`src/rtl/wkbpx_pkg.sv`:
```
package wkbpx_pkg;

  localparam int NEST_DEPTH_DEF = 8;
  localparam int OUT_DEPTH = 4;

  localparam logic [7:0] MAGIC_G = 8'h47;
  localparam logic [7:0] MAGIC_P = 8'h50;

  typedef enum logic [3:0] {
    PH_HEADER,
    PH_ORDER,
    PH_TYPE,
    PH_LINE_COUNT,
    PH_RING_TOTAL,
    PH_MEMBER_COUNT,
    PH_RING_POINTS,
    PH_COORD,
    PH_DONE,
    PH_ERROR
  } phase_t;

  typedef enum logic [1:0] {
    KIND_POINT    = 2'd0,
    KIND_ACCEPTED = 2'd1,
    KIND_REJECTED = 2'd2
  } kind_t;

  typedef struct packed {
    logic [1:0]  kind;
    logic [63:0] x_bits;
    logic [63:0] y_bits;
    logic        line_start;
    logic [31:0] points_parsed;
    logic        last;
  } res_t;

  // Header length contributed by the envelope code in the flags byte.
  function automatic logic [6:0] envelope_bytes(input logic [7:0] flags);
    case (flags[3:1])
      3'd1:       envelope_bytes = 7'd32;
      3'd2, 3'd3: envelope_bytes = 7'd48;
      3'd4:       envelope_bytes = 7'd64;
      default:    envelope_bytes = 7'd0;
    endcase
  endfunction

endpackage

```
`src/rtl/wkb_geometry_point_extractor_top.sv`:
```
// GeoPackage geometry blob point extractor.
//
// Blob bytes arrive on the slave stream, one byte per beat in s_tdata with
// s_tlast on the final byte of each blob. Every accepted byte is parsed in
// the cycle it is taken; a new byte can be accepted every cycle if the queue has room.
// Results leave on the master stream: point beats (m_tuser = point) carry
// the raw x and y doubles, and each blob ends with one status beat
// (accepted or rejected) holding the saturating point count. m_tlast marks
// the final result caused by one input byte. A rejected blob may already
// have produced point beats, which the receiver must discard.
// The results of an accepted byte are registered into the output queue.
// Results pass through a four-entry output queue; a byte is taken only while
// at least two entries are free, so a stalled receiver holds off the input
// once three or four results are waiting, and nothing is lost.
// The single configuration register (geometry mode: 0 lines, 1 polygons) is
// written through cfg_valid/cfg_data, always ready, and should change only
// while the block is idle.
// Synchronous reset empties the queue, clears the parser to expect a header
// and sets line mode. The nesting stack holds NEST_DEPTH containers.
module wkb_geometry_point_extractor_top #(
  parameter int NEST_DEPTH = wkbpx_pkg::NEST_DEPTH_DEF
) (
  input  logic         clk,
  input  logic         rst,
  input  logic         s_tvalid,
  output logic         s_tready,
  input  logic [7:0]   s_tdata,   // data_byte
  input  logic         s_tlast,   // end_of_blob
  output logic         m_tvalid,
  input  logic         m_tready,
  output logic [167:0] m_tdata,   // x_bits, y_bits, line_start, points_parsed, zero fill
  output logic [1:0]   m_tuser,   // result_kind
  output logic         m_tlast,   // last_result
  input  logic         cfg_valid,
  output logic         cfg_ready,
  input  logic [0:0]   cfg_data   // geometry_mode
);
  import wkbpx_pkg::*;

  logic mode;
  logic take;
  logic room;
  logic pt_valid, st_valid;
  res_t pt_res, st_res, q_res;

  assign cfg_ready = 1'b1;

  always_ff @(posedge clk) begin
    if (rst) begin
      mode <= 1'b0;
    end else if (cfg_valid) begin
      mode <= cfg_data[0];
    end
  end

  assign s_tready = room;
  assign take     = s_tvalid && room;

  wkbpx_parser #(.NEST_DEPTH(NEST_DEPTH)) u_parser (
    .clk      (clk),
    .rst      (rst),
    .take     (take),
    .in_byte  (s_tdata),
    .in_end   (s_tlast),
    .mode     (mode),
    .pt_valid (pt_valid),
    .st_valid (st_valid),
    .pt_res   (pt_res),
    .st_res   (st_res)
  );

  // A point, when present, goes ahead of the status beat of the same byte.
  wkbpx_out_fifo u_fifo (
    .clk      (clk),
    .rst      (rst),
    .wr_a     (take && (pt_valid || st_valid)),
    .data_a   (pt_valid ? pt_res : st_res),
    .wr_b     (take && pt_valid && st_valid),
    .data_b   (st_res),
    .room     (room),
    .rd_valid (m_tvalid),
    .rd_ready (m_tready),
    .rd_data  (q_res)
  );

  assign m_tdata = {7'd0, q_res.points_parsed, q_res.line_start,
                    q_res.y_bits, q_res.x_bits};
  assign m_tuser = q_res.kind;
  assign m_tlast = q_res.last;

endmodule

```
`src/rtl/wkbpx_parser.sv`:
```
module wkbpx_parser #(
  parameter int NEST_DEPTH = wkbpx_pkg::NEST_DEPTH_DEF
) (
  input  logic            clk,
  input  logic            rst,
  input  logic            take,
  input  logic [7:0]      in_byte,
  input  logic            in_end,
  input  logic            mode,
  output logic            pt_valid,
  output logic            st_valid,
  output wkbpx_pkg::res_t pt_res,
  output wkbpx_pkg::res_t st_res
);
  import wkbpx_pkg::*;

  localparam int LW = $clog2(NEST_DEPTH + 1);
  localparam int IW = (NEST_DEPTH > 1) ? $clog2(NEST_DEPTH) : 1;

  phase_t      phase, phase_next;
  logic [6:0]  hdr_pos, hdr_pos_next, hdr_len, hdr_len_next;
  logic [63:0] asm_val, asm_next;
  logic [3:0]  idx, idx_next;
  logic        little, little_next;
  logic [2:0]  ccount, ccount_next;
  logic [1:0]  cidx, cidx_next;
  logic [63:0] held_x, held_x_next;
  logic [31:0] stack [NEST_DEPTH];
  logic [NEST_DEPTH-1:0] nz;
  logic [LW-1:0] level, level_next;
  logic [31:0] pts_rem, pts_rem_next;
  logic        emit, emit_next, first, first_next, ring, ring_next;
  logic [31:0] total, total_next;

  // gathered field
  logic [63:0] g_val;
  logic [3:0]  idx_inc;
  logic [31:0] t32;
  logic [31:0] base;
  logic [2:0]  dims;

  // stack control
  logic          want_finish, want_push, push_rings;
  logic [31:0]   push_count;
  logic          fin_found;
  logic [IW-1:0] fin_t;
  logic          stk_we;
  logic [IW-1:0] stk_wa;
  logic [31:0]   stk_wd;
  logic [2:0]    cidx_inc;

  always_comb begin
    if (little) begin
      g_val = asm_val | ({56'd0, in_byte} << {idx[2:0], 3'b000});
    end else begin
      g_val = {asm_val[55:0], in_byte};
    end
    idx_inc = idx + 4'd1;
    t32 = g_val[31:0];
  end

  always_comb begin
    if (t32[31:29] != 3'd0) begin
      base = {24'd0, t32[7:0]};
      dims = 3'd2 + {2'd0, t32[31]} + {2'd0, t32[30]};
    end else if (t32 >= 32'd3000 && t32 < 32'd4000) begin
      base = t32 - 32'd3000;
      dims = 3'd4;
    end else if (t32 >= 32'd2000 && t32 < 32'd3000) begin
      base = t32 - 32'd2000;
      dims = 3'd3;
    end else if (t32 >= 32'd1000 && t32 < 32'd2000) begin
      base = t32 - 32'd1000;
      dims = 3'd3;
    end else begin
      base = t32;
      dims = 3'd2;
    end
  end

  // Deepest open container that still has siblings to come.
  always_comb begin
    fin_found = 1'b0;
    fin_t = '0;
    for (int i = 0; i < NEST_DEPTH; i++) begin
      if (LW'(i) < level && nz[i]) begin
        fin_found = 1'b1;
        fin_t = IW'(i);
      end
    end
  end

  always_comb begin
    phase_next   = phase;
    hdr_pos_next = hdr_pos;
    hdr_len_next = hdr_len;
    asm_next     = asm_val;
    idx_next     = idx;
    little_next  = little;
    ccount_next  = ccount;
    cidx_next    = cidx;
    held_x_next  = held_x;
    level_next   = level;
    pts_rem_next = pts_rem;
    emit_next    = emit;
    first_next   = first;
    ring_next    = ring;
    total_next   = total;
    want_finish  = 1'b0;
    want_push    = 1'b0;
    push_count   = 32'd0;
    push_rings   = 1'b0;
    stk_we       = 1'b0;
    stk_wa       = '0;
    stk_wd       = 32'd0;
    pt_valid     = 1'b0;
    cidx_inc     = 3'd0;
    pt_res       = '0;

    case (phase)
      PH_HEADER: begin
        if ((hdr_pos == 7'd0 && in_byte != MAGIC_G) ||
            (hdr_pos == 7'd1 && in_byte != MAGIC_P)) begin
          phase_next = PH_ERROR;
        end else begin
          if (hdr_pos == 7'd3) begin
            hdr_len_next = 7'd8 + envelope_bytes(in_byte);
          end
          hdr_pos_next = hdr_pos + 7'd1;
          if (hdr_pos_next >= hdr_len_next) begin
            phase_next = PH_ORDER;
          end
        end
      end
      PH_ORDER: begin
        if (in_byte > 8'd1) begin
          phase_next = PH_ERROR;
        end else begin
          little_next = in_byte[0];
          phase_next = PH_TYPE;
        end
      end
      PH_TYPE, PH_LINE_COUNT, PH_RING_TOTAL, PH_MEMBER_COUNT, PH_RING_POINTS: begin
        asm_next = g_val;
        idx_next = idx_inc;
        if (idx_inc >= 4'd4) begin
          asm_next = 64'd0;
          idx_next = 4'd0;
          case (phase)
            PH_TYPE: begin
              ccount_next = dims;
              if (!mode) begin
                if (base == 32'd2) phase_next = PH_LINE_COUNT;
                else if (base == 32'd5 || base == 32'd7) phase_next = PH_MEMBER_COUNT;
                else phase_next = PH_ERROR;
              end else begin
                if (base == 32'd3) phase_next = PH_RING_TOTAL;
                else if (base == 32'd6 || base == 32'd7) phase_next = PH_MEMBER_COUNT;
                else phase_next = PH_ERROR;
              end
            end
            PH_LINE_COUNT: begin
              emit_next = (t32 >= 32'd2);
              first_next = 1'b1;
              pts_rem_next = t32;
              cidx_next = 2'd0;
              if (t32 == 32'd0) want_finish = 1'b1;
              else phase_next = PH_COORD;
            end
            PH_RING_TOTAL: begin
              emit_next = 1'b1;
              first_next = 1'b1;
              if (t32 == 32'd0) want_finish = 1'b1;
              else begin
                want_push = 1'b1;
                push_count = t32;
                push_rings = 1'b1;
              end
            end
            PH_MEMBER_COUNT: begin
              if (t32 == 32'd0) want_finish = 1'b1;
              else begin
                want_push = 1'b1;
                push_count = t32;
              end
            end
            default: begin
              pts_rem_next = t32;
              cidx_next = 2'd0;
              if (t32 == 32'd0) want_finish = 1'b1;
              else phase_next = PH_COORD;
            end
          endcase
        end
      end
      PH_COORD: begin
        asm_next = g_val;
        idx_next = idx_inc;
        if (idx_inc >= 4'd8) begin
          asm_next = 64'd0;
          idx_next = 4'd0;
          if (cidx == 2'd0) begin
            held_x_next = g_val;
          end else if (cidx == 2'd1) begin
            if (total != 32'hFFFF_FFFF) total_next = total + 32'd1;
            if (emit) begin
              pt_valid = 1'b1;
              pt_res.kind = KIND_POINT;
              pt_res.x_bits = held_x;
              pt_res.y_bits = g_val;
              pt_res.line_start = first;
              pt_res.last = !in_end;
            end
            first_next = 1'b0;
          end
          cidx_inc = {1'b0, cidx} + 3'd1;
          cidx_next = cidx_inc[1:0];
          if ({1'b0, cidx_next} >= ccount || cidx_next == 2'd0) begin
            cidx_next = 2'd0;
            pts_rem_next = pts_rem - 32'd1;
            if (pts_rem == 32'd1) want_finish = 1'b1;
          end
        end
      end
      default: begin
      end
    endcase

    if (want_push) begin
      if (level >= LW'(NEST_DEPTH)) begin
        phase_next = PH_ERROR;
      end else begin
        stk_we = 1'b1;
        stk_wa = IW'(level);
        stk_wd = push_count - 32'd1;
        level_next = level + LW'(1);
        ring_next = push_rings;
        phase_next = push_rings ? PH_RING_POINTS : PH_ORDER;
      end
    end

    if (want_finish) begin
      if (fin_found) begin
        stk_we = 1'b1;
        stk_wa = fin_t;
        stk_wd = stack[fin_t] - 32'd1;
        level_next = LW'(fin_t) + LW'(1);
        ring_next = (LW'(fin_t) == level - LW'(1)) ? ring : 1'b0;
        phase_next = ring_next ? PH_RING_POINTS : PH_ORDER;
      end else begin
        level_next = '0;
        ring_next = 1'b0;
        phase_next = PH_DONE;
      end
    end
  end

  always_comb begin
    st_valid = in_end;
    st_res = '0;
    st_res.kind = (phase_next == PH_DONE) ? KIND_ACCEPTED : KIND_REJECTED;
    st_res.points_parsed = total_next;
    st_res.last = 1'b1;
  end

  always_ff @(posedge clk) begin
    if (take && stk_we) begin
      stack[stk_wa] <= stk_wd;
      nz[stk_wa] <= (stk_wd != 32'd0);
    end
  end

  always_ff @(posedge clk) begin
    if (rst || (take && in_end)) begin
      phase   <= PH_HEADER;
      hdr_pos <= 7'd0;
      hdr_len <= 7'd8;
      asm_val <= 64'd0;
      idx     <= 4'd0;
      little  <= 1'b1;
      ccount  <= 3'd2;
      cidx    <= 2'd0;
      held_x  <= 64'd0;
      level   <= '0;
      pts_rem <= 32'd0;
      emit    <= 1'b0;
      first   <= 1'b0;
      ring    <= 1'b0;
      total   <= 32'd0;
    end else if (take) begin
      phase   <= phase_next;
      hdr_pos <= hdr_pos_next;
      hdr_len <= hdr_len_next;
      asm_val <= asm_next;
      idx     <= idx_next;
      little  <= little_next;
      ccount  <= ccount_next;
      cidx    <= cidx_next;
      held_x  <= held_x_next;
      level   <= level_next;
      pts_rem <= pts_rem_next;
      emit    <= emit_next;
      first   <= first_next;
      ring    <= ring_next;
      total   <= total_next;
    end
  end

endmodule

```
`src/rtl/wkbpx_out_fifo.sv`:
```
module wkbpx_out_fifo (
  input  logic            clk,
  input  logic            rst,
  input  logic            wr_a,
  input  wkbpx_pkg::res_t data_a,
  input  logic            wr_b,
  input  wkbpx_pkg::res_t data_b,
  output logic            room,
  output logic            rd_valid,
  input  logic            rd_ready,
  output wkbpx_pkg::res_t rd_data
);
  import wkbpx_pkg::*;

  localparam int AW = $clog2(OUT_DEPTH);
  localparam int CW = $clog2(OUT_DEPTH + 1);

  res_t          mem [OUT_DEPTH];
  logic [AW-1:0] wp, rp;
  logic [CW-1:0] cnt;
  logic          pop;
  logic [AW-1:0] wp_b;
  logic [CW-1:0] n_wr;

  assign room     = (cnt <= CW'(OUT_DEPTH - 2));
  assign rd_valid = (cnt != '0);
  assign rd_data  = mem[rp];
  assign pop      = rd_valid && rd_ready;
  assign wp_b     = wr_a ? wp + AW'(1) : wp;
  assign n_wr     = CW'(wr_a) + CW'(wr_b);

  always_ff @(posedge clk) begin
    if (wr_a) mem[wp] <= data_a;
    if (wr_b) mem[wp_b] <= data_b;
  end

  always_ff @(posedge clk) begin
    if (rst) begin
      wp  <= '0;
      rp  <= '0;
      cnt <= '0;
    end else begin
      wp  <= wp + AW'(n_wr);
      if (pop) rp <= rp + AW'(1);
      cnt <= cnt + n_wr - CW'(pop);
    end
  end

endmodule

```
`config.mk`:
```
export PLATFORM = sky130hd
export DESIGN_NAME = wkb_geometry_point_extractor_top
export DESIGN_NICKNAME = d
export VERILOG_FILES = /design/src/rtl/wkbpx_pkg.sv /design/src/rtl/wkb_geometry_point_extractor_top.sv /design/src/rtl/wkbpx_parser.sv /design/src/rtl/wkbpx_out_fifo.sv
export SDC_FILE = /design/constraint.sdc
export NUM_CORES = 2
export LEC_CHECK = 0
export BUFFER_PORTS_ARGS = -buffer_cell sky130_fd_sc_hd__buf_2
export CAP_MARGIN = 25
export CORE_MARGIN = 2
export CORE_UTILIZATION = 45
export CTS_CLUSTER_DIAMETER = 40
export DETAILED_ROUTE_END_ITERATION = 8
export PLACE_DENSITY = 0.72
export REMOVE_ABC_BUFFERS = 1
export SETUP_SLACK_MARGIN = 0.5
export SLEW_MARGIN = 20
export SYNTH_ARGS = -nofsm -noshare
export SYNTH_HDL_FRONTEND = slang
export SYNTH_SLANG_ARGS = --single-unit
```
`constraint.sdc`:
```
create_clock -name clk -period 6.5 [get_ports clk]
set_input_delay 0 -clock clk [delete_from_list [all_inputs] [get_ports clk]]
set_output_delay 0 -clock clk [all_outputs]
set_load 0.03 [all_outputs]
```
==> flow_metrics.env <==
export IMPL_critPathBufInv=1
export IMPL_ys_async_sr_fraction_pct=0
export IMPL_clk_latency_ns=0.76
export IMPL_crit_chain="nand2b_1, o41ai_1, buf_4, o2111ai_1, nor4_4, nand3_2, nand2_1, nor2_1, a22o_1, nor3_1, nor4bb_2, o2111ai_1, or4_1, or4_1"
export IMPL_detail_route_antenna_nets=0
export IMPL_cp_arrival_ns=6.27
export IMPL_synth_fa_ha_area_share_pct=1.070
export IMPL_drt_total_wl_um=173300
export IMPL_max_stage_delay_ns=0.78
export IMPL_cap_viol_max_count=0
export IMPL_rsz0062_at_grt="false"
export IMPL_yosysWarnings=0
export IMPL_ys_seq_area_share_pct=50.94
export IMPL_cts_buffers=149
export IMPL_setup_tns_ns=0
export IMPL_cpMaxStageDelayCell="dfxtp_4"
export IMPL_irDropWorstVdd_uv=263.0
export IMPL_portBuffers=180
export IMPL_worst_path_dominant_cell_family="simple AND/OR/NAND/NOR gates"
export IMPL_ys_ff_latch=1157
export IMPL_fin_area_um2=61480
export IMPL_hpwlAfterDp_um=103700
export IMPL_regArea_um2=27180
export IMPL_period_needed_ns=5.835
export IMPL_avgSynthCellArea_um2=9.271
export IMPL_antenna_found_initial=6
export IMPL_via_count=46178
export IMPL_cp_start_kind="flip-flop"
export IMPL_drc=0
export IMPL_multi_input_area_um2=24460
export IMPL_first_global_vias=43945
export IMPL_placed_cell_area_um2=55970
export IMPL_synth_compound_area_share_pct=14.34
export IMPL_power_density_cell_area_nw_per_um2=302.1
export IMPL_fmax_mhz=171.4
export IMPL_synth_edf_count=400
export IMPL_r2r_slack_ns=0.67
export IMPL_final_common_cell="nand2_1"
export IMPL_drt_first_pass_iters=6
export IMPL_num_nets_final=5857
export IMPL_ys_flop_type="dfxtp_1"
export IMPL_synth_top_family_by_area="simple AND/OR/NAND/NOR gates"
export IMPL_cts_path_max_buffers=3
export IMPL_drt_initial_drc_count=6481
export IMPL_core_area_um2=117800
export IMPL_post_route_cells_drive_above_1_share_pct=14.55
export IMPL_yosys_top_cells_area="dfxtp_1 (28%), edfxtp_1 (23%), nand2_1 (7.7%), a21oi_1 (7.4%), mux4_2 (7.1%)"
export IMPL_crit_path_start="u_parser.little$_SDFFE_PP1P_"
export IMPL_holdWs_ns=0.2164
export IMPL_yosysUniqueCellTypes=104
export IMPL_end_kind="flip-flop"
export IMPL_htree_levels=4
export IMPL_postSynthCellCount=5752
export IMPL_timing_rr_start="u_parser.little$_SDFFE_PP1P_"
export IMPL_report_final_slew_viol_count=0
export IMPL_grt_pass1_wl_um=262000
export IMPL_die_w_um=348.3
export IMPL_cts_tree="built"
export IMPL_post_route_period_util_pct=89.77
export IMPL_yosys_area_share_simple_pct=19.96
export IMPL_grt_usage_pct=27.74
export IMPL_netlist_area_um2=53330
export IMPL_hold_viol=0
export IMPL_layout_common_cells="nand2_1 (1091), a21oi_1 (780), dfxtp_1 (748)"
export IMPL_clkSinkCount=1157
export IMPL_dieHeight_um=348.3
export IMPL_fin_skew_ns=0.02637
export IMPL_gr_total_overflow=0
export IMPL_setup_violations_final=0
export IMPL_dpl_worst_slack_ns=0.4786
export IMPL_rows=126
export IMPL_die_area_um2=121300
export IMPL_grt_max_degree=195
export IMPL_synth_xor_area_share_pct=2.168
export IMPL_num_io_pins=189
export IMPL_critPathKind="reg -> reg"
export IMPL_yosys_area_top_type="dfxtp_1"
export IMPL_min_from="rst"
export IMPL_critPathRequiredTime_ns=6.94
export IMPL_worst_slack_ns=0.6651
export IMPL_hold_path_class="in -> reg"
export IMPL_gp_congestion=1.016
export IMPL_fill_cells=10388
export IMPL_worst_path_max_fanout=68
export IMPL_initial_core_util_pct=45.28
export IMPL_areaGrowthSynthToFinish_pct=15.29
export IMPL_synthMuxAreaShare_pct=7.698
export IMPL_path_clk_slew_ns=0.06
export IMPL_cts_root_buf="clkbuf_16"
export IMPL_viasPerCell=6.193
export IMPL_p_leak_nw=21.25
export IMPL_slew_headroom_pct=25.04
export IMPL_routedWlPerCell_um=23.23
export IMPL_worst_pin_slew_ns=1.124
export IMPL_outcome="finished, final reports clean"
export IMPL_synth_top_area_share_pct=28.42
## stage by stage
stage / std cells / total power, W / utilization [%]
5_1_grt: 7455 / 0.01908 / 52.20
6_report: 7457 / 0.01857 / 52.21
4_1_cts: 7443 / 0.01860 / 52.08
3_3_place_gp: 7154 / 0.01009 / 47.52
2_1_floorplan: 5288 / 0.009320 / -
3_5_place_dp: 7156 / 0.01010 / 47.52
## cell usage after synthesis (all sizes together) (14+ instances only)
library cell     n
nand2         1098
a21oi          787
dfxtp          757
nor2           526
edfxtp         400
clkbuf         379
nand3          364
mux4           167
o21ai          136
buf             91
xnor2           77
nor3            75
a22oi           72
xor2            55
a211oi          49
nor4            49
inv             48
and3            47
ha              44
or3             44
o22ai           38
and2            35
nand4           31
nand2b          27
mux2i           25
o31ai           24
a31oi           21
nor2b           18
a21o            17
nor4bb          15
o22a            15
or2             14
## where the power goes
| part | total [W] | switching, W | internal [W] |
|---|---|---|---|
| Combinational | 0.00233 | 0.00159 | 0.000739 |
| Sequential | 0.00767 | 0.000139 | 0.00753 |
| Clock | 0.00857 | 0.00335 | 0.00522 |
## flip-flops by register name (all words and copies together), names as in the netlist, named ones only
| name | cells |
|---|---|
| u_parser.nz | 8 |
| u_parser.little | 1 |
| u_parser.idx | 4 |
| u_parser.emit | 1 |
| u_parser.asm_val | 64 |
| u_parser.total | 32 |
| u_parser.hdr_len | 7 |
| u_fifo.rp | 2 |
| mode | 1 |
| u_parser.phase | 4 |
| u_parser.held_x | 64 |
| u_parser.cidx | 2 |
| u_fifo.cnt | 3 |
| u_parser.first | 1 |
| u_parser.hdr_pos | 7 |
| u_parser.level | 4 |
| u_parser.ring | 1 |
| u_parser.ccount | 3 |
| u_parser.pts_rem | 32 |
| u_fifo.wp | 2 |
| u_fifo.mem | 656 |
| u_parser.stack | 256 |
## cells by family (layout without fill, tap and decap cells)
family	count (synthesis)	after routing
buffers and inverters	519	678
AOI/OAI and AO/OA	1299	1299
xor gates and xnor gates	132	132
muxes	200	200
and+or+nand+nor	2398	2399
adders and majority gates	45	45
DFF	1157	1157
other	2	11
## area by class of cell
cell class | instances | share of cell area [%]
clock buffer | 180 | 6.608
clock inverter | 92 | 1.858
antenna | 3 | 0.01221
timing repair buffer | 357 | 4.099
multi-input combinational | 4083 | 39.78
tap | 1536 | 3.126
inverter | 49 | 0.2992
sequential | 1157 | 44.22
## final timing paths
kind,to,cells past startpoint
setup / recovery,u_parser.nz[3]$_DFFE_PP_,14
setup reg to reg,u_parser.nz[3]$_DFFE_PP_,14
hold reg to reg,u_fifo.mem[3][76]$_SDFFE_PP0P_,2
hold / removal,u_fifo.cnt[1]$_SDFF_PP0_,3
## worst min-delay path, stage by stage
cell,delay (ns)
dlygate4sd3_1,0.55
buf_2,0.26
nor2_1,0.12
## metal layers
metal / GRT usage (%) / vias up / wire length (um)
li1: - / 20633 / -
met1: 37.37 / 22455 / 68880
met2: 43.45 / 2667 / 79600
met3: 5.756 / 421 / 18270
met4: 11.66 / 2 / 6489
met5: 0 / - / 14
## timing repair
action | CTS | global route
setup endpoints to repair | 8 | 14
gates resized for setup | 2 | 16
buffers inserted | 0 | 8
hold endpoints to repair | 78 | 0
pin swaps | 0 | 3
gates cloned | 0 | 1
hold buffers | 15 | 0
(Power assumes the default switching activity.)
